### config.mk
export PLATFORM = sky130hd
export DESIGN_NAME = ahre_front
export DESIGN_NICKNAME = d
export VERILOG_FILES = /design/src/ahre_pkg.sv /design/src/ahre_front.sv
export SDC_FILE = /design/constraint.sdc
export NUM_CORES = 1
export LEC_CHECK = 0
export BUFFER_PORTS_ARGS = -buffer_cell sky130_fd_sc_hd__buf_4
export CORE_UTILIZATION = 50
export DETAILED_ROUTE_END_ITERATION = 16
export PLACE_DENSITY_LB_ADDON = 0.05
export SETUP_SLACK_MARGIN = 0.3
export SLEW_MARGIN = 10
export SYNTH_ARGS = -nofsm -noshare
export SYNTH_HDL_FRONTEND = slang
export SYNTH_SLANG_ARGS = --single-unit
export TNS_END_PERCENT = 1
### constraint.sdc
create_clock -name clk_i -period 6.6 [get_ports clk_i]
set_clock_uncertainty 0.15 [all_clocks]
set_input_delay 0.66 -clock clk_i [delete_from_list [all_inputs] [get_ports clk_i]]
set_output_delay 0.66 -clock clk_i [all_outputs]
set_load 0.1 [all_outputs]
### src/ahre_pkg.sv
// Shared types and constants for the attack/hold/release envelope block.
// No dependencies.
package ahre_pkg;

  localparam int CHANNEL_BITS_DEF = 16;
  localparam int TIME_BITS_DEF    = 32;
  localparam int LEN_BITS         = 16;
  localparam int STAMP_BITS       = 32;
  localparam int CFG_IDX_BITS     = 3;
  localparam int CFG_DATA_BITS    = 32;
  localparam int QUEUE_DEPTH      = 2;

  typedef enum logic [CFG_IDX_BITS-1:0] {
    REG_START   = 3'd0,
    REG_ATTACK  = 3'd1,
    REG_HOLD    = 3'd2,
    REG_RELEASE = 3'd3,
    REG_SLEEP   = 3'd4
  } cfg_reg_e;

  typedef enum logic [2:0] {
    PH_BEFORE  = 3'd0,
    PH_ATTACK  = 3'd1,
    PH_HOLD    = 3'd2,
    PH_RELEASE = 3'd3,
    PH_DONE    = 3'd4
  } phase_e;

  // Scale job: result = floor(c * num / den); num < den or num == den == 1.
  typedef struct packed {
    logic [LEN_BITS-1:0] num;
    logic [LEN_BITS-1:0] den;
    phase_e              phase;
    logic                expired;
  } ahre_job_t;

endpackage

### src/ahre_front.sv
// Front end: config registers and per-beat phase classification.
// Depends on ahre_pkg.
module ahre_front import ahre_pkg::*; #(
  parameter int TIME_BITS = TIME_BITS_DEF
) (
  input  logic                     clk_i,
  input  logic                     rst_ni,
  input  logic                     cfg_we_i,
  input  logic [CFG_IDX_BITS-1:0]  cfg_idx_i,
  input  logic [CFG_DATA_BITS-1:0] cfg_data_i,
  input  logic [STAMP_BITS-1:0]    now_i,
  output ahre_job_t                job_o
);
  localparam int CW = (TIME_BITS > 19) ? TIME_BITS : 19;

  logic [TIME_BITS-1:0] start_q;
  logic [LEN_BITS-1:0]  att_q, hold_q, rel_q, slp_q;

  always_ff @(posedge clk_i or negedge rst_ni) begin
    if (!rst_ni) begin
      start_q <= '0;
      att_q   <= '0;
      hold_q  <= '0;
      rel_q   <= '0;
      slp_q   <= '0;
    end else if (cfg_we_i) begin
      unique case (cfg_idx_i)
        REG_START:   start_q <= TIME_BITS'(cfg_data_i);
        REG_ATTACK:  att_q   <= cfg_data_i[LEN_BITS-1:0];
        REG_HOLD:    hold_q  <= cfg_data_i[LEN_BITS-1:0];
        REG_RELEASE: rel_q   <= cfg_data_i[LEN_BITS-1:0];
        REG_SLEEP:   slp_q   <= cfg_data_i[LEN_BITS-1:0];
        default: ;
      endcase
    end
  end

  logic [TIME_BITS-1:0] d, e;
  logic [CW-1:0]        dw, ah, ahr, total;
  logic                 pos;

  always_comb begin
    d     = TIME_BITS'(now_i) - start_q;
    dw    = CW'(d);
    ah    = CW'(att_q) + CW'(hold_q);
    ahr   = ah + CW'(rel_q);
    total = ahr + CW'(slp_q);
    e     = d - TIME_BITS'(total);
    pos   = (d != '0) && !d[TIME_BITS-1];

    job_o.expired = (e != '0) && !e[TIME_BITS-1];
    // black and pass-through both reduce to num/den of 0/1 and 1/1
    job_o.num = '0;
    job_o.den = LEN_BITS'(1);
    if (!pos) begin
      job_o.phase = PH_BEFORE;
    end else if (dw < CW'(att_q)) begin
      job_o.phase = PH_ATTACK;
      job_o.num   = dw[LEN_BITS-1:0];
      job_o.den   = att_q;
    end else if (dw <= ah) begin
      job_o.phase = PH_HOLD;
      job_o.num   = LEN_BITS'(1);
    end else if (dw < ahr) begin
      job_o.phase = PH_RELEASE;
      job_o.num   = LEN_BITS'(ahr - dw);  // release - (d - attack - hold)
      job_o.den   = rel_q;
    end else begin
      job_o.phase = PH_DONE;
    end
  end
endmodule

======== Word level (Yosys, flattened, before mapping) ========
Cells that the tools add are included.
storage, ports and cells
  flip-flop bits (word level) ............. 96
  latch bits .............................. 0
  RAM bits ................................ 0
  ROM bits ................................ 0
  bits of input ports ..................... 70
  word-level logic and storage cells ...... 38
  memories ................................ 0
operators by class
  add/sub/neg operators ................... 6
  $mul .................................... 0
  divide/modulo/power cells ............... 0
  $lt $le $gt $ge ......................... 3
  equality and inequality tests ........... 4
  shifts and indexed selects .............. 0
  mux-type cells .......................... 8
  bitwise logic cells ..................... 0
  reduce and logical (&&, ||, !) cells .... 12
operators with widths
  operator            count
  $mux 32             2
  $reduce_bool 32->1  2
  $mux 35             1
  $le 32x17->1        1
  $lt 32x16->1        1
  $lt 32x18->1        1
  $mux 16             2
  $sub 32x19->32      1
  $sub 32x32->32      1
  $add 18x16->19      1
  $add 17x16->18      1
  $add 16x16->17      1
  $sub 16x16->16      1
  $reduce_and 2->1    5
  $mux 3              3
  $eq 3x2->1 const B  2
  $eq 3x1->1 const B  1
  $eq 3x3->1 const B  1
  $logic_not 3->1     1
  $logic_and 1x1->1   2
  $logic_not 1->1     2

======== Logic depth before layout (Yosys ltp) ========
  word-level depth ........................ 7
  gate-level depth with buffers ........... 34
  gate-level depth less buffers ........... 34

======== Least setup slack after synthesis ========
Ideal clock, no wire load.
  path type ............................... reg2out
  start ................................... reg att_q[1]
  end ..................................... out job_o[0] in the netlist's numbering
  arrival ................................. 8.088 ns
  required time ........................... 5.790 ns
  setup slack ............................. -2.298 ns
  stages on the path, launching flop included .. 28
  cell sequence ........................... dfrtp_1 -> ha_1 -> a21o_1 -> a21oi_1 -> o21bai_1 -> a21oi_1 -> o21bai_1 -> a21oi_1 -> o211ai_1 -> xor2_1 -> ha_1 -> or3_1 -> o22a_1 -> o311ai_0 -> xor2_1 -> ha_1 -> ha_1 -> clkbuf_1 -> and3_1 -> a21oi_1 -> nor2b_1 -> a311o_1 -> a311oi_1 -> nand4b_1 -> xor2_1 -> and4b_1 -> o221a_2 -> nor3_1
RTL lines
  item                      RTL line          text
  start: declaration        ahre_front.sv:17  logic [LEN_BITS-1:0] att_q, hold_q, rel_q, slp_q;
  start signal: assignment  ahre_front.sv:29  REG_ATTACK: att_q <= cfg_data_i[LEN_BITS-1:0];
  end: declaration          ahre_front.sv:12  output ahre_job_t job_o

==> results.py <==
metrics = {
    "yosys": {
        "synth_edf_count": 0,
        "async_reset_ff_share_pct": 100.0,
        "synth.distinct_cells": 73,
        "synthesis.nets": 1552,
        "postSynthCellCount": 1314,
        "yosysSeqAreaShare_pct": 21.94,
        "syn-cell-area_um2": 10950,
        "ys_ff_latch": 96,
        "syn_avg_cell_area_um2": 8.334,
        "yosys_warnings": 0,
        "synth_top_flop_cell": "dfrtp_1",
    },
    "routing": {
        "drc": 0,
        "drtAntennaViolNets": 0,
        "totalWireLength_mm": 35.19,
        "drt_pre_antenna_iters": 5,
        "wl_per_cell_um": 18.44,
        "vias": 10780,
        "drt_iter0_drc": 581,
        "vias_per_cell": 5.645,
    },
    "placement": {
        "hpwl_mm": 28.39,
        "numPortBuffers": 105,
        "placed_area_um2": 13910,
        "gp_congestion": 0.9274,
        "numPlacedInstances": 1879,
    },
    "cts": {
        "cts_buffers": 9,
        "cts_tree": "yes",
        "clockBufferDepth": 2,
        "clock-sinks": 96,
        "clk_pin_slew_ps": 90,
        "cts.htree.levels": 3,
        "clk_latency_ps": 370,
        "cts_root_buf": "clkbuf_16",
    },
    "floorplanning": {
        "start_util_pct": 51.60,
        "die-area_um2": 22500,
        "io_pins": 106,
        "die_x_um": 150.0,
        "core_area_um2": 21220,
        "die_y_um": 150.0,
        "rows": 53,
    },
    "run_status": {
        "violations": "negative setup slack",
        "status": "complete, but fails checks",
    },
    "cells_and_area": {
        "postLayoutCoreUtil_pct": 69.59,
        "design_area_um2": 14770,
        "diodes": 0,
        "stdcell_count": 1909,
        "drive_gt1_share_pct": 31.03,
        "area_growth_pct": 34.86,
        "layout.nets": 1867,
    },
    "critical_path": {
        "worst_setup_path_start_kind": "flip-flop",
        "path_max_fanout": 3,
        "crit_required_ps": 5790,
        "end_kind": "output port",
        "cp_slowest_cell": "fa_1",
        "critPathKind": "reg2out",
        "r2r_slack_ps": 5430,
        "slowest_delay_ps": 540,
        "crit_arrival_ps": 6830,
    },
    "global_route": {
        "antenna_found_initial": 1,
        "grt_pass1_wl_mm": 55.61,
        "first_global_vias": 10690,
        "grt_usage_pct": 32.38,
        "grt_overflow_total": 0,
        "grt_max_degree": 63,
    },
    "run": {
        "max-cap-violations": 0,
    },
    "timing": {
        "setup_ws_ps": -1043,
        "fmax_mhz": 130.8,
        "rsz0062_at_grt": "yes",
        "slew_headroom_pct": 21.54,
        "tns_ps": -11070,
        "worst_pin_slew_ps": 1176,
        "slew_viol_final": 0,
        "fin_crit_ps": 7643,
        "setup_viol_count_final": 34,
        "fin_crit_sh_pct": 115.8,
        "hold_violations": 0,
    },
    "min_path": {
        "hp-class": "in2async",
    },
}
[stage by stage]
step / worst slack, ps / hold WS (ps)
global route: -1356 / 145.3
global placement: -1154 / 343.7
floorplan: -499.4 / 214.4
detailed placement: -1303 / 353.9
finish: -1043 / 111.9
CTS: -1032 / 132.0
[cell usage after synthesis, types with 5 or more instances]
| master | count | area, um^2 |
|---|---|---|
| o21ai_0 | 93 | 465.5 |
| or2_2 | 6 | 37.54 |
| a2111oi_0 | 6 | 52.55 |
| mux2i_1 | 33 | 330.3 |
| a211oi_1 | 12 | 90.09 |
| nand2b_1 | 11 | 68.82 |
| nand2_1 | 104 | 390.4 |
| and2_1 | 5 | 31.28 |
| a31oi_1 | 8 | 50.05 |
| clkbuf_1 | 25 | 93.84 |
| fa_1 | 16 | 320.3 |
| o21a_1 | 20 | 150.1 |
| nor2b_1 | 15 | 93.84 |
| o211ai_1 | 10 | 75.07 |
| a21boi_0 | 5 | 37.54 |
| mux2_2 | 51 | 574.3 |
| and3_1 | 11 | 68.82 |
| nor4_1 | 5 | 31.28 |
| nor3_1 | 52 | 260.3 |
| dfrtp_1 | 96 | 2402 |
| ha_1 | 152 | 1902 |
| a21o_1 | 37 | 277.8 |
| a21oi_1 | 103 | 515.5 |
| or3_1 | 10 | 62.56 |
| xnor2_1 | 44 | 385.4 |
| nand3_1 | 23 | 115.1 |
| xor2_1 | 31 | 271.5 |
| nand4_1 | 9 | 56.30 |
| nor3b_1 | 5 | 37.54 |
| nor2_1 | 62 | 232.7 |
| o21bai_1 | 21 | 157.7 |
| inv_1 | 152 | 570.6 |
[path summary, 6_finish.rpt]
check | startpoint | cells after the start | end
hold / removal | rst_ni | 1 | rel_q[3]$_DFFE_PN0P_
max in group asynchronous | rst_ni | 2 | slp_q[12]$_DFFE_PN0P_
setup reg to reg | att_q[0]$_DFFE_PN0P_ | 3 | att_q[0]$_DFFE_PN0P_
min in group clk_i | cfg_data_i[26] | 3 | start_q[26]$_DFFE_PN0P_
setup / recovery | att_q[0]$_DFFE_PN0P_ | 35 | job_o[0]
hold reg to reg | hold_q[6]$_DFFE_PN0P_ | 1 | hold_q[6]$_DFFE_PN0P_
[sequential cells by signal, indices dropped and copies added, names as in the netlist]
register,count
hold_q,16
rel_q,16
slp_q,16
start_q,32
att_q,16
[worst max-delay path, delay by kind of cell, from the launching register on]
family                     cells  cell delay (ps)
adders and majority gates      5             1620
xor gates and xnor gates       2              270
AOI/OAI and AO/OA             16             2850
and+or+nand+nor                4              460
buffers and inverters          8              880
DFF                            1              370
[metal layers]
layer	share of wire [%]	wire (um)	vias to the layer above	track usage, %
li1	-	-	5319	-
met1	45	15910	5121	42.58
met2	47	16670	286	55.16
met3	4.6	1624	51	3.537
met4	2.8	986	0	10.66
met5	0	0	-	0
[layout by cell type (no fill, tap or decap), types with 9 or more instances in the layout]
master,n
dfrtp_1,96
o21ai_0,89
nand2_1,103
nand3_1,23
nor2_1,61
o21a_1,20
buf_4,292
nand4_1,9
nor2b_1,15
clkbuf_16,9
o21bai_1,20
a21oi_2,11
and3_1,11
o211ai_1,10
xnor2_1,40
a21oi_1,91
inv_1,149
mux2_2,51
mux2i_1,33
nor3_2,31
a21o_1,37
nand2b_1,11
buf_6,37
xor2_1,28
or3_1,10
ha_1,145
a211oi_1,11
fa_1,15
nor3_1,18
[cell type report]
cell class,instances,area [um^2]
Sequential cell,96,2402
Inverter,152,570.5
Fill cell,1803,6452
Timing Repair Buffer,336,2749
Clock buffer,9,225.2
Multi-Input combinational cell,1034,8379
Tap cell,275,344.1
Clock inverter,7,97.59
[repair_timing]
item | in CTS | in global routing
setup buffers | 14 | 0
hold buffers | 0 | 0
pin swaps | 43 | 11
gates resized for setup | 82 | 11
endpoints found under the setup margin | 36 | 36
[cell families (layout without fill, tap and decap cells)]
group | count (synthesis) | after routing | synth area share, %
xor+xnor | 75 | 75 | 5.999
flops | 96 | 96 | 21.94
compound gates | 373 | 373 | 22.09
mux | 84 | 84 | 8.261
simple gates | 334 | 334 | 14.87
fa+ha+maj | 168 | 168 | 20.29
buf+inv | 184 | 504 | 6.559
Power is left out: the tool's default activity adds up to more than one toggle a clock period on the data nets, which glitch-free logic cannot reach.
