<file path="src/ahre_pkg.sv">
// Shared types and constants for the attack/hold/release envelope block.
// No dependencies.
package ahre_pkg;

  localparam int CHANNEL_BITS_DEF = 16;
  localparam int TIME_BITS_DEF    = 32;
  localparam int LEN_BITS         = 16;
  localparam int STAMP_BITS       = 32;
  localparam int CFG_IDX_BITS     = 3;
  localparam int CFG_DATA_BITS    = 32;
  localparam int QUEUE_DEPTH      = 2;

  typedef enum logic [CFG_IDX_BITS-1:0] {
    REG_START   = 3'd0,
    REG_ATTACK  = 3'd1,
    REG_HOLD    = 3'd2,
    REG_RELEASE = 3'd3,
    REG_SLEEP   = 3'd4
  } cfg_reg_e;

  typedef enum logic [2:0] {
    PH_BEFORE  = 3'd0,
    PH_ATTACK  = 3'd1,
    PH_HOLD    = 3'd2,
    PH_RELEASE = 3'd3,
    PH_DONE    = 3'd4
  } phase_e;

  // Scale job: result = floor(c * num / den); num < den or num == den == 1.
  typedef struct packed {
    logic [LEN_BITS-1:0] num;
    logic [LEN_BITS-1:0] den;
    phase_e              phase;
    logic                expired;
  } ahre_job_t;

endpackage

</file>
<file path="src/ahre_queue.sv">
// Short FIFO between classifier and scaling pipeline.
// Depends on ahre_pkg.
module ahre_queue import ahre_pkg::*; #(
  parameter int CHANNEL_BITS = CHANNEL_BITS_DEF,
  parameter int DEPTH        = QUEUE_DEPTH
) (
  input  logic                    clk_i,
  input  logic                    rst_ni,
  input  logic                    push_i,
  input  ahre_job_t               job_i,
  input  logic [CHANNEL_BITS-1:0] col_i [3],
  output logic                    full_o,
  input  logic                    pop_i,
  output logic                    empty_o,
  output ahre_job_t               job_o,
  output logic [CHANNEL_BITS-1:0] col_o [3]
);
  localparam int AW = (DEPTH > 1) ? $clog2(DEPTH) : 1;

  ahre_job_t               job_mem [DEPTH];
  logic [CHANNEL_BITS-1:0] col_mem [DEPTH][3];
  logic [AW-1:0]           wp_q, rp_q;
  logic [AW:0]             cnt_q;

  assign full_o  = (cnt_q == (AW+1)'(DEPTH));
  assign empty_o = (cnt_q == '0);
  assign job_o   = job_mem[rp_q];
  assign col_o   = col_mem[rp_q];

  always_ff @(posedge clk_i) begin
    if (push_i) begin
      job_mem[wp_q] <= job_i;
      col_mem[wp_q] <= col_i;
    end
  end

  always_ff @(posedge clk_i or negedge rst_ni) begin
    if (!rst_ni) begin
      wp_q  <= '0;
      rp_q  <= '0;
      cnt_q <= '0;
    end else begin
      if (push_i) wp_q <= (wp_q == AW'(DEPTH-1)) ? '0 : wp_q + 1'b1;
      if (pop_i)  rp_q <= (rp_q == AW'(DEPTH-1)) ? '0 : rp_q + 1'b1;
      cnt_q <= cnt_q + (AW+1)'(push_i) - (AW+1)'(pop_i);
    end
  end
endmodule

</file>
<file path="config.mk">
export PLATFORM = sky130hd
export DESIGN_NAME = ahre_queue
export DESIGN_NICKNAME = d
export VERILOG_FILES = /design/src/ahre_pkg.sv /design/src/ahre_queue.sv
export SDC_FILE = /design/constraint.sdc
export NUM_CORES = 1
export LEC_CHECK = 0
export ABC_CLOCK_PERIOD_IN_PS = 4400
export BUFFER_PORTS_ARGS = -buffer_cell sky130_fd_sc_hd__buf_2
export CELL_PAD_IN_SITES_DETAIL_PLACEMENT = 0
export CELL_PAD_IN_SITES_GLOBAL_PLACEMENT = 2
export CORE_MARGIN = 3
export CORE_UTILIZATION = 34
export CTS_CLUSTER_DIAMETER = 50
export DETAILED_ROUTE_END_ITERATION = 8
export PLACE_DENSITY_LB_ADDON = 0.08
export SETUP_SLACK_MARGIN = 0.15
export SYNTH_ARGS = -nofsm -noshare
export SYNTH_HDL_FRONTEND = slang
export SYNTH_SLANG_ARGS = --single-unit
</file>
<file path="constraint.sdc">
create_clock -name clk_i -period 4.4 [get_ports clk_i]
set_clock_uncertainty 0.15 [all_clocks]
set_input_delay 0.44 -clock clk_i [delete_from_list [all_inputs] [get_ports clk_i]]
set_output_delay 0.44 -clock clk_i [all_outputs]
set_load 0.05 [all_outputs]
</file>
Word-level counts from Yosys, hierarchy flattened
Memory sizes are Yosys's and may differ from the RTL's. Index checks and enable logic that the tools add are counted. W data, S select, Z words.

Register bits: 4. RAM bits: 168. Memories kept: 2.

Add/subtract/negate cells: 4. Eq/ne operators: 1. Muxes and demuxes: 4. Reductions and logical operators: 1.

Memory list: col_mem (depth 2, bits a word 48, read ports 1, clocked after Yosys merged registers in 0, wr ports 1, RTL line ahre_queue.sv:21) `logic [CHANNEL_BITS-1:0] col_mem [DEPTH][3];`; job_mem (depth 2, bits a word 36, read ports 1, clocked after Yosys merged registers in 0, wr ports 1, RTL line ahre_queue.sv:20) `ahre_job_t job_mem [DEPTH];`.

Operators with widths (count): $mux W1 (4); $add A1 B1 Y1 const B (2); $add A2 B1 Y2 (1); $eq A2 B2 Y1 const B (1); $logic_not A2 Y1 (1); $sub A2 B1 Y2 (1).

Longest topological paths before layout
Gate-level depths: netlist (run 1).

Depth in word-level cells: 2. Depth in mapped cells: 5. Depth with buffers taken out: 5.

Worst setup path after synthesis (run 1)
No wires, ideal clock.

Path type: flip-flop to flip-flop. From: register wp_q. To: memory col_mem[0][0] (netlist bit) (enable). Arrival time: 4126 ps. Data required time: 3713 ps. Path slack: -413 ps. Stages on the path, launching flop included: 2. Path buffers: 0. Cells stage by stage: dfrtp_1 -> nor2b_1.

RTL lines: start, declared (RTL line ahre_queue.sv:22) `logic [AW-1:0] wp_q, rp_q;`; start signal, assigned (RTL line ahre_queue.sv:43) `if (push_i) wp_q <= (wp_q == AW'(DEPTH-1)) ? '0 : wp_q + 1'b1;`; end, declared (RTL line ahre_queue.sv:21).

No word-level cell before the write port.

==> out/metrics.cfg, run 1 <==
[run_status]
run_status = completed

[timing]
hold_viol = 0
max_slew_margin_pct = 34.36
worstMarginPinSlew_ps = 984.6
final.period_utilization_pct = 66.29
finalSetupViolations = 0
setup-tns-final_ps = 0
grt_setup_unrepaired = false
hold_slack_ps = 57.40
post-route-min-period_ps = 2917
final-max-slew-violation-count = 0
max_freq_mhz = 342.9

[logic_synthesis]
post_synth_inst_count = 276
ys.warnings.count = 0
ys_ff_latch = 172
post_synth_main_area_contributors = sky130_fd_sc_hd__edfxtp_1 81%, sky130_fd_sc_hd__mux2_1 9.0%, sky130_fd_sc_hd__mux2_2 6.1%, sky130_fd_sc_hd__dfrtp_1 1.6%, sky130_fd_sc_hd__buf_6 0.90%
part_of_the_yosys_area_used_for_sequential_elements_pct = 82.11
post-synth-top-count-cell = sky130_fd_sc_hd__edfxtp_1
yosysTopAreaCellShare_pct = 80.51
synthFlopType = sky130_fd_sc_hd__edfxtp_1
synth_top_area_cell = sky130_fd_sc_hd__edfxtp_1
synth_top_cells_by_count = 168 x sky130_fd_sc_hd__edfxtp_1, 50 x sky130_fd_sc_hd__mux2_1, 34 x sky130_fd_sc_hd__mux2_2, 5 x sky130_fd_sc_hd__buf_6, 4 x sky130_fd_sc_hd__dfrtp_1
synth-async-reset-ratio_pct = 2.326
netlist-cell-type-count = 14
synth_edf_count = 168
syn-num-nets = 366
post_synth.cell_area_avg_sq_um = 22.70
synthesis.area_sq_um = 6266

[global_route]
number_of_global_route_vias_before_repair = 3433
grt_pass1_wl_microns = 18350
globalRouteOverflowTotal = 0
grtUsageTotal_pct = 12.14
antenna_found_initial = 1
pin_count_of_the_biggest_net_entering_global_routing = 69

[cells_and_area]
nets = 555
final_design_area_no_fill_sq_um = 7954
area.growth.synth_to_final_pct = 26.94
regArea_sq_um = 5149
layout-drive-gt1-share_pct = 51.05
multi_input_comb_area_sq_um = 1045
n_fill_cell = 1645

[clocking]
post-cts-setup-buffer-count = 0
cts_sinks = 172
cts_buffers = 17
max-clock-path-buffers = 2
cts.repair.resized = 0
root_buffer = sky130_fd_sc_hd__clkbuf_16
clk_latency_ps = 410
tritoncts = built
clk_pin_slew_ps = 70
h-tree-depth = 4

[pwr]
power.share.clock_pct = 22.6
power.total_mw = 5.989
irDropWorstVdd_mv = 0.3324
p_per_area_nw_per_um2 = 753.0
sequentialPowerShare_pct = 38.9
switching_share_pct = 41.53
cell_internal_pwr_mw = 3.502
leakagePower_nw = 2.998
proportion_of_power_drawn_by_combinational_gates_pct = 38.5
netSwitchingPower_mw = 2.487

[floorplan]
die_height_microns = 141.8
die_area_sq_um = 20090
initial_core_util_pct = 34.76
die_width_microns = 141.8
io_pins = 174
fp-row-count = 49
fp.coreArea_sq_um = 18020

[setup_path]
worstPathRequired_ps = 3810
crit_path_end_kind = output pin
rr_startpoint = wp_q
timing.setup.critical_path_class = register to output pin
critPathLaunch = rp_q
r2r_slack_ps = 2260
cp_top_family = flip-flops
critical-path-max-stage-delay_ps = 850
crit_chain = buf_4 -> mux2_1 -> buf_2
worst_ep_arrival_time_ps = 2330
cpMaxStageDelayCell = sky130_fd_sc_hd__dfrtp_4
worst-path-max-fanout = 43
critical_path_buf_inv_count = 2
crit_path_start_kind = register

[detailed_routing]
vias_per_cell = 4.418
detailedRoute.firstIterationViolations = 160
wire_per_inst_microns = 17.07
drt_wl_total_microns = 12090
dr_total_vias = 3128
final_antenna_net_count = 0
drtPass1Iterations = 4
remaining_drc_errors = 0

[place]
postPlaceCellArea_sq_um = 7403
detailedPlacementHpwl_microns = 7853
finalWeightedCongestion = 0.6772
port-buffer-count = 173

[flow_run]
drv.max_cap_violation_count = 0

[worst_hold_path]
worstHoldStart = col_i[10]
holdCritPathClass = primary input to register

## through the flow
step | utilization, % | worst slack [ps] | std cells
6_report | 44.13 | 1483 | 708
5_1_grt | 44.11 | 1347 | 707
4_1_cts | 44.11 | 1407 | 707
3_5_place_dp | 41.07 | 1871 | 674
3_3_place_gp | 41.07 | 1881 | 674
2_1_floorplan | - | 1179 | 276
## final timing paths
| check | end | cells past startpoint |
|---|---|---|
| setup / recovery | col_o[45] | 3 |
| hold / removal | col_mem[0][10] | 1 |
| min in group asynchronous | cnt_q[1] | 2 |
| max in group asynchronous | rp_q | 2 |
| hold reg to reg | wp_q | 1 |
| setup reg to reg | col_mem[1][9] | 2 |
## timing repair
item,in CTS,in global routing
endpoints found under the hold margin,4,0
setup endpoints to repair,0,0
hold buffers,1,0
## cell usage in the layout (no fill, tap or decap), drive strengths merged
cell	Yosys	routed
buf	9	178
edfxtp	168	168
mux2	84	84
clkbuf	0	17
inv	2	8
clkinv	0	7
dfrtp	4	4
xor2	2	2
ha	2	2
clkinvlp	0	2
nor2b	2	2
diode	0	1
xor3	1	1
nor2	1	1
and2	1	1
dlygate4sd3	0	1
## area by class of cell
class	instances	area share, %
antenna	1	0.03146
multi-input combinational	93	13.14
clock buffer	17	5.348
inverter	2	0.09438
tap	229	3.602
sequential	172	64.73
timing repair buffer	179	11.64
clock inverter	15	1.416
## power by group through the flow
stage / clock network, mW / registers (mW) / logic, mW
5_1_grt: 1.47 / 2.36 / 2.44
4_1_cts: 1.40 / 2.34 / 2.36
2_1_floorplan: 0 / 2.28 / 1.91
6_report: 1.35 / 2.33 / 2.31
3_3_place_gp: 0 / 2.36 / 2.35
3_5_place_dp: 0 / 2.37 / 2.35
## sequential cells by signal, indices dropped and copies added (netlist names)
register	flops
job_mem	72
rp_q	1
col_mem	96
cnt_q	2
wp_q	1
## layer usage
layer  routed length (microns)  track usage [%]
met1                      5195            14.62
met2                      5815            19.57
met3                       853            4.853
met4                       217            4.798
met5                         7                0
## cells by family after synthesis
family        count (synthesis)  synth area share [%]
xor+xnor                      3                0.6590
fa+ha+maj                     2                0.3993
buf+inv                      11                 1.378
flops                       172                 82.11
mux                          84                 15.10
simple gates                  4                0.3594
Power figures use the tool's default switching activity.
==> inputs of run 2 (changes only) <==
--- a/config.mk
+++ b/config.mk
@@ -5,12 +5,13 @@
 export SDC_FILE = /design/constraint.sdc
 export NUM_CORES = 1
 export LEC_CHECK = 0
-export ABC_CLOCK_PERIOD_IN_PS = 4400
+export ABC_AREA = 1
+export ABC_CLOCK_PERIOD_IN_PS = 2900
 export BUFFER_PORTS_ARGS = -buffer_cell sky130_fd_sc_hd__buf_2
 export CELL_PAD_IN_SITES_DETAIL_PLACEMENT = 0
 export CELL_PAD_IN_SITES_GLOBAL_PLACEMENT = 2
 export CORE_MARGIN = 3
-export CORE_UTILIZATION = 34
+export CORE_UTILIZATION = 35
 export CTS_CLUSTER_DIAMETER = 50
 export DETAILED_ROUTE_END_ITERATION = 8
 export PLACE_DENSITY_LB_ADDON = 0.08
==> constraint.sdc (replaced) <==
create_clock -name clk_i -period 2.9 [get_ports clk_i]
set_clock_uncertainty 0.15 [all_clocks]
set_input_delay 0.29 -clock clk_i [delete_from_list [all_inputs] [get_ports clk_i]]
set_output_delay 0.29 -clock clk_i [all_outputs]
set_load 0.05 [all_outputs]
==> out/metrics.cfg, run 2 <==
[run_status]
run_status = completed  ; unchanged

[detailed_routing]
drtPass1Iterations = 4  ; unchanged
wire_per_inst_microns = 13.64  ; was 17.07 microns
dr_total_vias = 4173  ; was 3128
maxUsedRoutingLayer = met4  ; was met5
remaining_drc_errors = 0  ; unchanged
met3_wirelength_microns = 802  ; was 853 microns
detailedRoute.firstIterationViolations = 144  ; was 160
vias_per_cell = 4.276  ; was 4.418
wirelength_met1_microns = 5825  ; was 5195 microns
drt_wl_total_microns = 13310  ; was 12090 microns
met2RoutedLength_microns = 6441  ; was 5815 microns
final_antenna_net_count = 0  ; unchanged

[setup_path]
critical-path-max-stage-delay_ps = 790  ; was 850 ps
r2r_slack_ps = 1200  ; was 2260 ps
ff2ff_path_depth = 3  ; was 2
worst_ep_arrival_time_ps = 1990  ; was 2330 ps
crit_chain = buf_12 -> nand2_1 -> o21ai_0 -> buf_2  ; was buf_4 -> mux2_1 -> buf_2
rr_startpoint = wp_q  ; unchanged
worst_reg2reg_endpoint = col_mem[1][35]  ; was col_mem[1][9]
cp_top_family = flip-flops  ; unchanged
critical_path_buf_inv_count = 2  ; unchanged
worstPathRequired_ps = 2460  ; was 3810 ps
crit_path_start_kind = register  ; unchanged
worst-path-max-fanout = 57  ; was 43
cpMaxStageDelayCell = sky130_fd_sc_hd__dfrtp_4  ; unchanged
crit_path_end_kind = output pin  ; unchanged
timing.setup.critical_path_class = register to output pin  ; unchanged

[clocking]
cts_sinks = 172  ; unchanged
tritoncts = built  ; unchanged
max-clock-path-buffers = 2  ; unchanged
h-tree-depth = 4  ; unchanged
clk_latency_ps = 410  ; about the same
clk_pin_slew_ps = 60  ; was 70 ps
post-cts-setup-buffer-count = 0  ; unchanged
root_buffer = sky130_fd_sc_hd__clkbuf_16  ; unchanged
cts_buffers = 17  ; unchanged

[logic_synthesis]
synth_top_cells_by_count = 168 x sky130_fd_sc_hd__edfxtp_1, 91 x sky130_fd_sc_hd__inv_1, 90 x sky130_fd_sc_hd__nand2_1, 50 x sky130_fd_sc_hd__o21ai_0, 25 x sky130_fd_sc_hd__o21ai_2  ; was 168 x sky130_fd_sc_hd__edfxtp_1, 50 x sky130_fd_sc_hd__mux2_1, 34 x sky130_fd_sc_hd__mux2_2, 5 x sky130_fd_sc_hd__buf_6, 4 x sky130_fd_sc_hd__dfrtp_1
synthFlopType = sky130_fd_sc_hd__edfxtp_1  ; unchanged
post_synth.cell_area_avg_sq_um = 14.17  ; was 22.70 sq um
part_of_the_yosys_area_used_for_sequential_elements_pct = 78.26  ; was 82.11%
netlist-cell-type-count = 15  ; was 14
post_synth_main_area_contributors = sky130_fd_sc_hd__edfxtp_1 77%, sky130_fd_sc_hd__inv_1 5.2%, sky130_fd_sc_hd__nand2_1 5.1%, sky130_fd_sc_hd__o21ai_0 3.8%, sky130_fd_sc_hd__o21ai_2 3.3%  ; was sky130_fd_sc_hd__edfxtp_1 81%, sky130_fd_sc_hd__mux2_1 9.0%, sky130_fd_sc_hd__mux2_2 6.1%, sky130_fd_sc_hd__dfrtp_1 1.6%, sky130_fd_sc_hd__buf_6 0.90%
post_synth_inst_count = 464  ; was 276
yosysTopAreaCellShare_pct = 76.74  ; was 80.51%
syn-num-nets = 554  ; was 366
ys_ff_latch = 172  ; unchanged
ys.warnings.count = 0  ; unchanged
synthesis.area_sq_um = 6574  ; was 6266 sq um
synth-async-reset-ratio_pct = 2.326  ; unchanged
synth_edf_count = 168  ; unchanged
synth_top_area_cell = sky130_fd_sc_hd__edfxtp_1  ; unchanged
post-synth-top-count-cell = sky130_fd_sc_hd__edfxtp_1  ; unchanged

[flow_run]
drv.max_cap_violation_count = 0  ; unchanged

[timing]
post-route-min-period_ps = 2430
max_freq_mhz = 411.5
final.period_utilization_pct = 83.80
hold_viol = 0  ; unchanged
grt_setup_unrepaired = false  ; unchanged
worstMarginPinSlew_ps = 761.8  ; was 984.6 ps
max_slew_margin_pct = 49.21  ; was 34.36%
finalWorstSetupSlack_ps = 469.9  ; was 1483 ps
final-max-slew-violation-count = 0  ; unchanged
setup-tns-final_ps = 0  ; unchanged
finalSetupViolations = 0  ; unchanged

[worst_hold_path]
holdCritPathClass = primary input to asynchronous set/reset pin  ; was primary input to register

[global_route]
globalRouteOverflowTotal = 0  ; unchanged
grtUsageTotal_pct = 13.49  ; was 12.14%
number_of_global_route_vias_before_repair = 4168  ; was 3433
grt_pass1_wl_microns = 21100  ; was 18350 microns
antenna_found_initial = 0  ; was 1
pin_count_of_the_biggest_net_entering_global_routing = 58  ; was 69

[cells_and_area]
nets = 824  ; was 555
regArea_sq_um = 5149  ; unchanged
final-instance-count-excl-fill = 976  ; was 708
layout-drive-gt1-share_pct = 31.99  ; was 51.05%
largest_reg_flops = 96  ; unchanged
layout.cells.most_common_list = 173 x sky130_fd_sc_hd__buf_2, 168 x sky130_fd_sc_hd__edfxtp_1, 90 x sky130_fd_sc_hd__inv_1, 90 x sky130_fd_sc_hd__nand2_1, 87 x sky130_fd_sc_hd__dlygate4sd3_1  ; was 173 x sky130_fd_sc_hd__buf_2, 168 x sky130_fd_sc_hd__edfxtp_1, 50 x sky130_fd_sc_hd__mux2_1
n_fill_cell = 1647  ; was 1645
layout.core_utilization_pct = 49.80  ; was 44.13%
multi_input_comb_area_sq_um = 918.4  ; was 1045 sq um
layout_commonest_cell = sky130_fd_sc_hd__buf_2  ; unchanged
area.growth.synth_to_final_pct = 37.93  ; was 26.94%
reg.largest.list = col_mem x96, job_mem x72, cnt_q x2  ; unchanged
antenna_cells_inserted = 0  ; was 1
regMostFlops = col_mem  ; unchanged

[floorplan]
fp-row-count = 49  ; unchanged
fp.coreArea_sq_um = 18210  ; was 18020 sq um
die_width_microns = 143.1  ; was 141.8 microns
die_area_sq_um = 20460  ; was 20090 sq um
io_pins = 174  ; unchanged
initial_core_util_pct = 36.10  ; was 34.76%
die_height_microns = 143.1  ; was 141.8 microns

[place]
post-place-cells = 857  ; was 674
detailedPlacementHpwl_microns = 8726  ; was 7853 microns
port-buffer-count = 173  ; unchanged
preCtsSetupSlack_ps = 851.9  ; was 1871 ps
finalWeightedCongestion = 0.7298  ; was 0.6772

[pwr]
p_per_area_nw_per_um2 = 1091  ; was 753.0 nW/um^2
irDropWorstVdd_mv = 0.5277  ; was 0.3324 mV
leakagePower_nw = 3.871  ; was 2.998 nW

-- run 2: cell families (layout without fill, tap and decap cells) --
logic type               after synthesis  after routing  share of synthesized area, %
AO/OA/AOI/OAI                         84             84                         7.823
XOR/XNOR                               2              2                        0.2665
adder cells (fa/ha/maj)                2              2                        0.3806
buffers and inverters                110            393                         7.880
flip-flops                           172            172                         78.26
AND/OR/NAND/NOR                       94             94                         5.386
-- run 2: final cells by class --
class                           count  area share (%)
Clock inverter                     13           1.118
Clock buffer                       19           4.774
Sequential cell                   172           56.78
Inverter                           91           3.781
Tap cell                          229           3.160
Timing Repair Buffer              270           20.26
Multi-Input combinational cell    182           10.13
-- run 2: what timing repair did --
| action | in CTS | in global routing |
|---|---|---|
| hold buffers | 87 | 0 |
| hold endpoints to repair | 174 | 0 |
| resized for setup | 0 | 0 |
-- run 2: routing by layer --
metal / GRT usage (%) / vias up
li1: - / 2110
met3: 4.354 / 17
met5: 0 / -
met2: 21.69 / 110
met1: 16.98 / 1936
met4: 5.403 / 0
-- run 2: worst max path at each step --
stage                     from       endpoint  slack [ps]  cells after the start
after floorplan           wp_q  col_mem[1][0]         220                      2
after global placement    rp_q      col_o[34]         870                      4
after detailed placement  rp_q      col_o[34]         850                      4
after CTS                 rp_q      col_o[34]         390                      4
after global routing      rp_q      col_o[29]         270                      4
final                     rp_q      col_o[36]         470                      4
-- run 2: through the flow --
stage	hold slack, ps	area [sq um]	power (mW)
after floorplan	-155.6	6581	6.937
after global placement	-41.05	7662	7.854
after detailed placement	-36.13	7662	7.877
after CTS	35.58	9067	10.05
after global routing	57.18	9067	10.43
final	57.74	9067	9.897
-- run 2: worst register-to-register path: stages, from the launching register on --
cell and delay, ps:
sky130_fd_sc_hd__dfrtp_1 420, sky130_fd_sc_hd__nand2_1 90, sky130_fd_sc_hd__clkinv_2 50, sky130_fd_sc_hd__buf_4 600
-- run 2: power by group --
part,internal (mW),total (mW),switching (mW)
Combinational,0.941,4.32,3.38
Sequential,3.30,3.52,0.218
Clock,1.17,2.05,0.886
==> inputs of run 3 (changes only) <==
--- a/config.mk
+++ b/config.mk
@@ -6,7 +6,7 @@
 export NUM_CORES = 1
 export LEC_CHECK = 0
 export ABC_AREA = 1
-export ABC_CLOCK_PERIOD_IN_PS = 2900
+export ABC_CLOCK_PERIOD_IN_PS = 2400
 export BUFFER_PORTS_ARGS = -buffer_cell sky130_fd_sc_hd__buf_2
 export CELL_PAD_IN_SITES_DETAIL_PLACEMENT = 0
 export CELL_PAD_IN_SITES_GLOBAL_PLACEMENT = 2
==> constraint.sdc (replaced) <==
create_clock -name clk_i -period 2.4 [get_ports clk_i]
set_clock_uncertainty 0.15 [all_clocks]
set_input_delay 0.24 -clock clk_i [delete_from_list [all_inputs] [get_ports clk_i]]
set_output_delay 0.24 -clock clk_i [all_outputs]
set_load 0.05 [all_outputs]
==> out/metrics.cfg, run 3 (synthesized netlist as in run 2, its figures left out) <==
[clocking]
tritoncts = built  ; unchanged
root_buffer = sky130_fd_sc_hd__clkbuf_16  ; unchanged
max-clock-path-buffers = 2  ; unchanged
clk_latency_ps = 420  ; was 410 ps
cts_sinks = 172  ; unchanged
clk_pin_slew_ps = 70  ; was 60 ps
cts_buffers = 17  ; unchanged
h-tree-depth = 4  ; unchanged

[worst_hold_path]
holdCritPathClass = primary input to register  ; was primary input to asynchronous set/reset pin

[pwr]
sequentialPowerShare_pct = 34.5  ; was 35.6%
netSwitchingPower_mw = 5.514  ; was 4.484 mW
irDropWorstVdd_mv = 0.6626  ; was 0.5277 mV
switching_share_pct = 45.53  ; was 45.31%
cell_internal_pwr_mw = 6.596  ; was 5.413 mW
p_per_area_nw_per_um2 = 1322  ; was 1091 nW/um^2
proportion_of_power_drawn_by_combinational_gates_pct = 45.1  ; was 43.7%
power.share.clock_pct = 20.5  ; was 20.8%
leakagePower_nw = 3.877  ; was 3.871 nW

[timing]
max_freq_mhz = 467.9
hold_viol = 0  ; unchanged
post-route-min-period_ps = 2137
worstMarginPinSlew_ps = 498.7  ; was 761.8 ps
finalSetupViolations = 0  ; unchanged
setup-tns-final_ps = 0  ; unchanged
final-max-slew-violation-count = 0  ; unchanged
grt_setup_unrepaired = false  ; unchanged
finalWorstSetupSlack_ps = 262.8  ; was 469.9 ps
final.period_utilization_pct = 89.05
max_slew_margin_pct = 66.76  ; was 49.21%

[cells_and_area]
area.growth.synth_to_final_pct = 39.36  ; was 37.93%
regArea_sq_um = 5149  ; unchanged
antenna_cells_inserted = 0  ; unchanged
reg.largest.list = col_mem x96, job_mem x72, cnt_q x2  ; unchanged
multi_input_comb_area_sq_um = 920.9  ; was 918.4 sq um
n_fill_cell = 1627  ; was 1647
layout.cells.most_common_list = 171 x sky130_fd_sc_hd__buf_2, 168 x sky130_fd_sc_hd__edfxtp_1, 90 x sky130_fd_sc_hd__inv_1  ; was 173 x sky130_fd_sc_hd__buf_2, 168 x sky130_fd_sc_hd__edfxtp_1, 90 x sky130_fd_sc_hd__inv_1, 90 x sky130_fd_sc_hd__nand2_1, 87 x sky130_fd_sc_hd__dlygate4sd3_1
largest_reg_flops = 96  ; unchanged
regMostFlops = col_mem  ; unchanged
layout_commonest_cell = sky130_fd_sc_hd__buf_2  ; unchanged
layout.core_utilization_pct = 50.31  ; was 49.80%
nets = 827  ; was 824
layout-drive-gt1-share_pct = 32.40  ; was 31.99%

[detailed_routing]
vias_per_cell = 4.260  ; was 4.276
dr_total_vias = 4171  ; was 4173
wire_per_inst_microns = 13.99  ; was 13.64 microns
drt_wl_total_microns = 13700  ; was 13310 microns
final_antenna_net_count = 0  ; unchanged
detailedRoute.firstIterationViolations = 146  ; was 144
remaining_drc_errors = 0  ; unchanged
drtPass1Iterations = 4  ; unchanged

[setup_path]
worstPathRequired_ps = 2010  ; was 2460 ps
crit_path_end_kind = output pin  ; unchanged
cpMaxStageDelayCell = sky130_fd_sc_hd__dfrtp_4  ; unchanged
cp_top_family = flip-flops  ; unchanged
critical_path_buf_inv_count = 2  ; unchanged
timing.setup.critical_path_class = register to output pin  ; unchanged
critical-path-max-stage-delay_ps = 580  ; was 790 ps
crit_path_start_kind = register  ; unchanged
worst-path-max-fanout = 39  ; was 57
crit_chain = buf_12 -> o21ai_0 -> buf_2  ; was buf_12 -> nand2_1 -> o21ai_0 -> buf_2
worst_ep_arrival_time_ps = 1750  ; was 1990 ps

[global_route]
grtUsageTotal_pct = 13.89  ; was 13.49%
number_of_global_route_vias_before_repair = 4272  ; was 4168
antenna_found_initial = 0  ; unchanged
pin_count_of_the_biggest_net_entering_global_routing = 51  ; was 58
globalRouteOverflowTotal = 0  ; unchanged
grt_pass1_wl_microns = 21550  ; was 21100 microns

[place]
port-buffer-count = 173  ; unchanged
finalWeightedCongestion = 0.7118  ; was 0.7298
preCtsSetupSlack_ps = 489.7  ; was 851.9 ps
detailedPlacementHpwl_microns = 8859  ; was 8726 microns

[floorplan]
fp-row-count = 49  ; unchanged
fp.coreArea_sq_um = 18210  ; unchanged
io_pins = 174  ; unchanged
initial_core_util_pct = 36.10  ; unchanged
die_width_microns = 143.1  ; unchanged
die_area_sq_um = 20460  ; unchanged
die_height_microns = 143.1  ; unchanged

[flow_run]
drv.max_cap_violation_count = 0  ; unchanged

[run_status]
run_status = completed  ; unchanged

## run 3: changes by cell type in the layout (fill, tap and decap cells not counted), sizes merged
cell / before / now
dlygate4sd3: 87 / 88
clkbuf: 19 / 21
inv: 91 / 94
clkinvlp: 1 / 7
bufinv: 1 / 0
buf: 183 / 185
clkinv: 11 / 1
## run 3: per-stage QoR
stage | area, sq um | instances | hold WS (ps) | power (mW)
floorplan | 6588 | 464 | -205.6 | 8.379
global placement | 7710 | 856 | -98.95 | 9.551
detailed placement | 7710 | 856 | -98.74 | 9.589
CTS | 9144 | 977 | 363.2 | 12.27
global route | 9161 | 979 | 374.6 | 12.79
finish | 9161 | 979 | 394.3 | 12.11
## run 3: cell type report
type,count,share of cell area [%]
Clock buffer,21,4.917
Clock inverter,11,0.9287
Inverter,91,3.769
Multi-Input combinational cell,182,10.05
Sequential cell,172,56.20
Tap cell,229,3.128
Timing Repair Buffer,273,21.01
## run 3: metal layers
metal / part of all wire [%] / track usage [%] / vias up
li1: - / - / 2113
met1: 42 / 16.53 / 1924
met2: 49 / 23.19 / 126
met3: 7.6 / 5.861 / 8
met4: 0.87 / 3.902 / 0
met5: 0 / 0 / -
## run 3: power by group through the flow
stage                     combinational (mW)  clock (mW)  sequential [mW]
after floorplan                         4.20           0             4.18
after global placement                  5.27           0             4.28
after detailed placement                5.29           0             4.30
after CTS                               5.50        2.56             4.21
after global routing                    5.86        2.70             4.23
final                                   5.46        2.48             4.17
## run 3: worst register-to-register path: cells and delay by family, from the launching register on
| kind | cells | cell delay [ps] |
|---|---|---|
| buffers and inverters | 2 | 740 |
| DFF | 1 | 440 |
| and+or+nand+nor | 1 | 100 |
## run 3: what timing repair did
| action | CTS | global route |
|---|---|---|
| resized for setup | 2 | 2 |
| cloned | 0 | 0 |
| endpoints found under the hold margin | 175 | 0 |
| endpoints found under the setup margin | 68 | 37 |
| setup buffers | 1 | 2 |
| hold buffers | 88 | 0 |
## run 3: final timing paths
kind / start / endpoint / slack, ps / cells past startpoint
worst min-delay path: job_i[16] / job_mem[1][16] / 390 / 2
worst min register to register: wp_q / wp_q / 420 / 1
worst max register to register: wp_q / col_mem[1][4] / 670 / 3
max in group asynchronous: rst_ni / rp_q / 1350 / 3
worst max-delay path: rp_q / col_o[36] / 260 / 3
min in group asynchronous: rst_ni / cnt_q[0] / 560 / 3
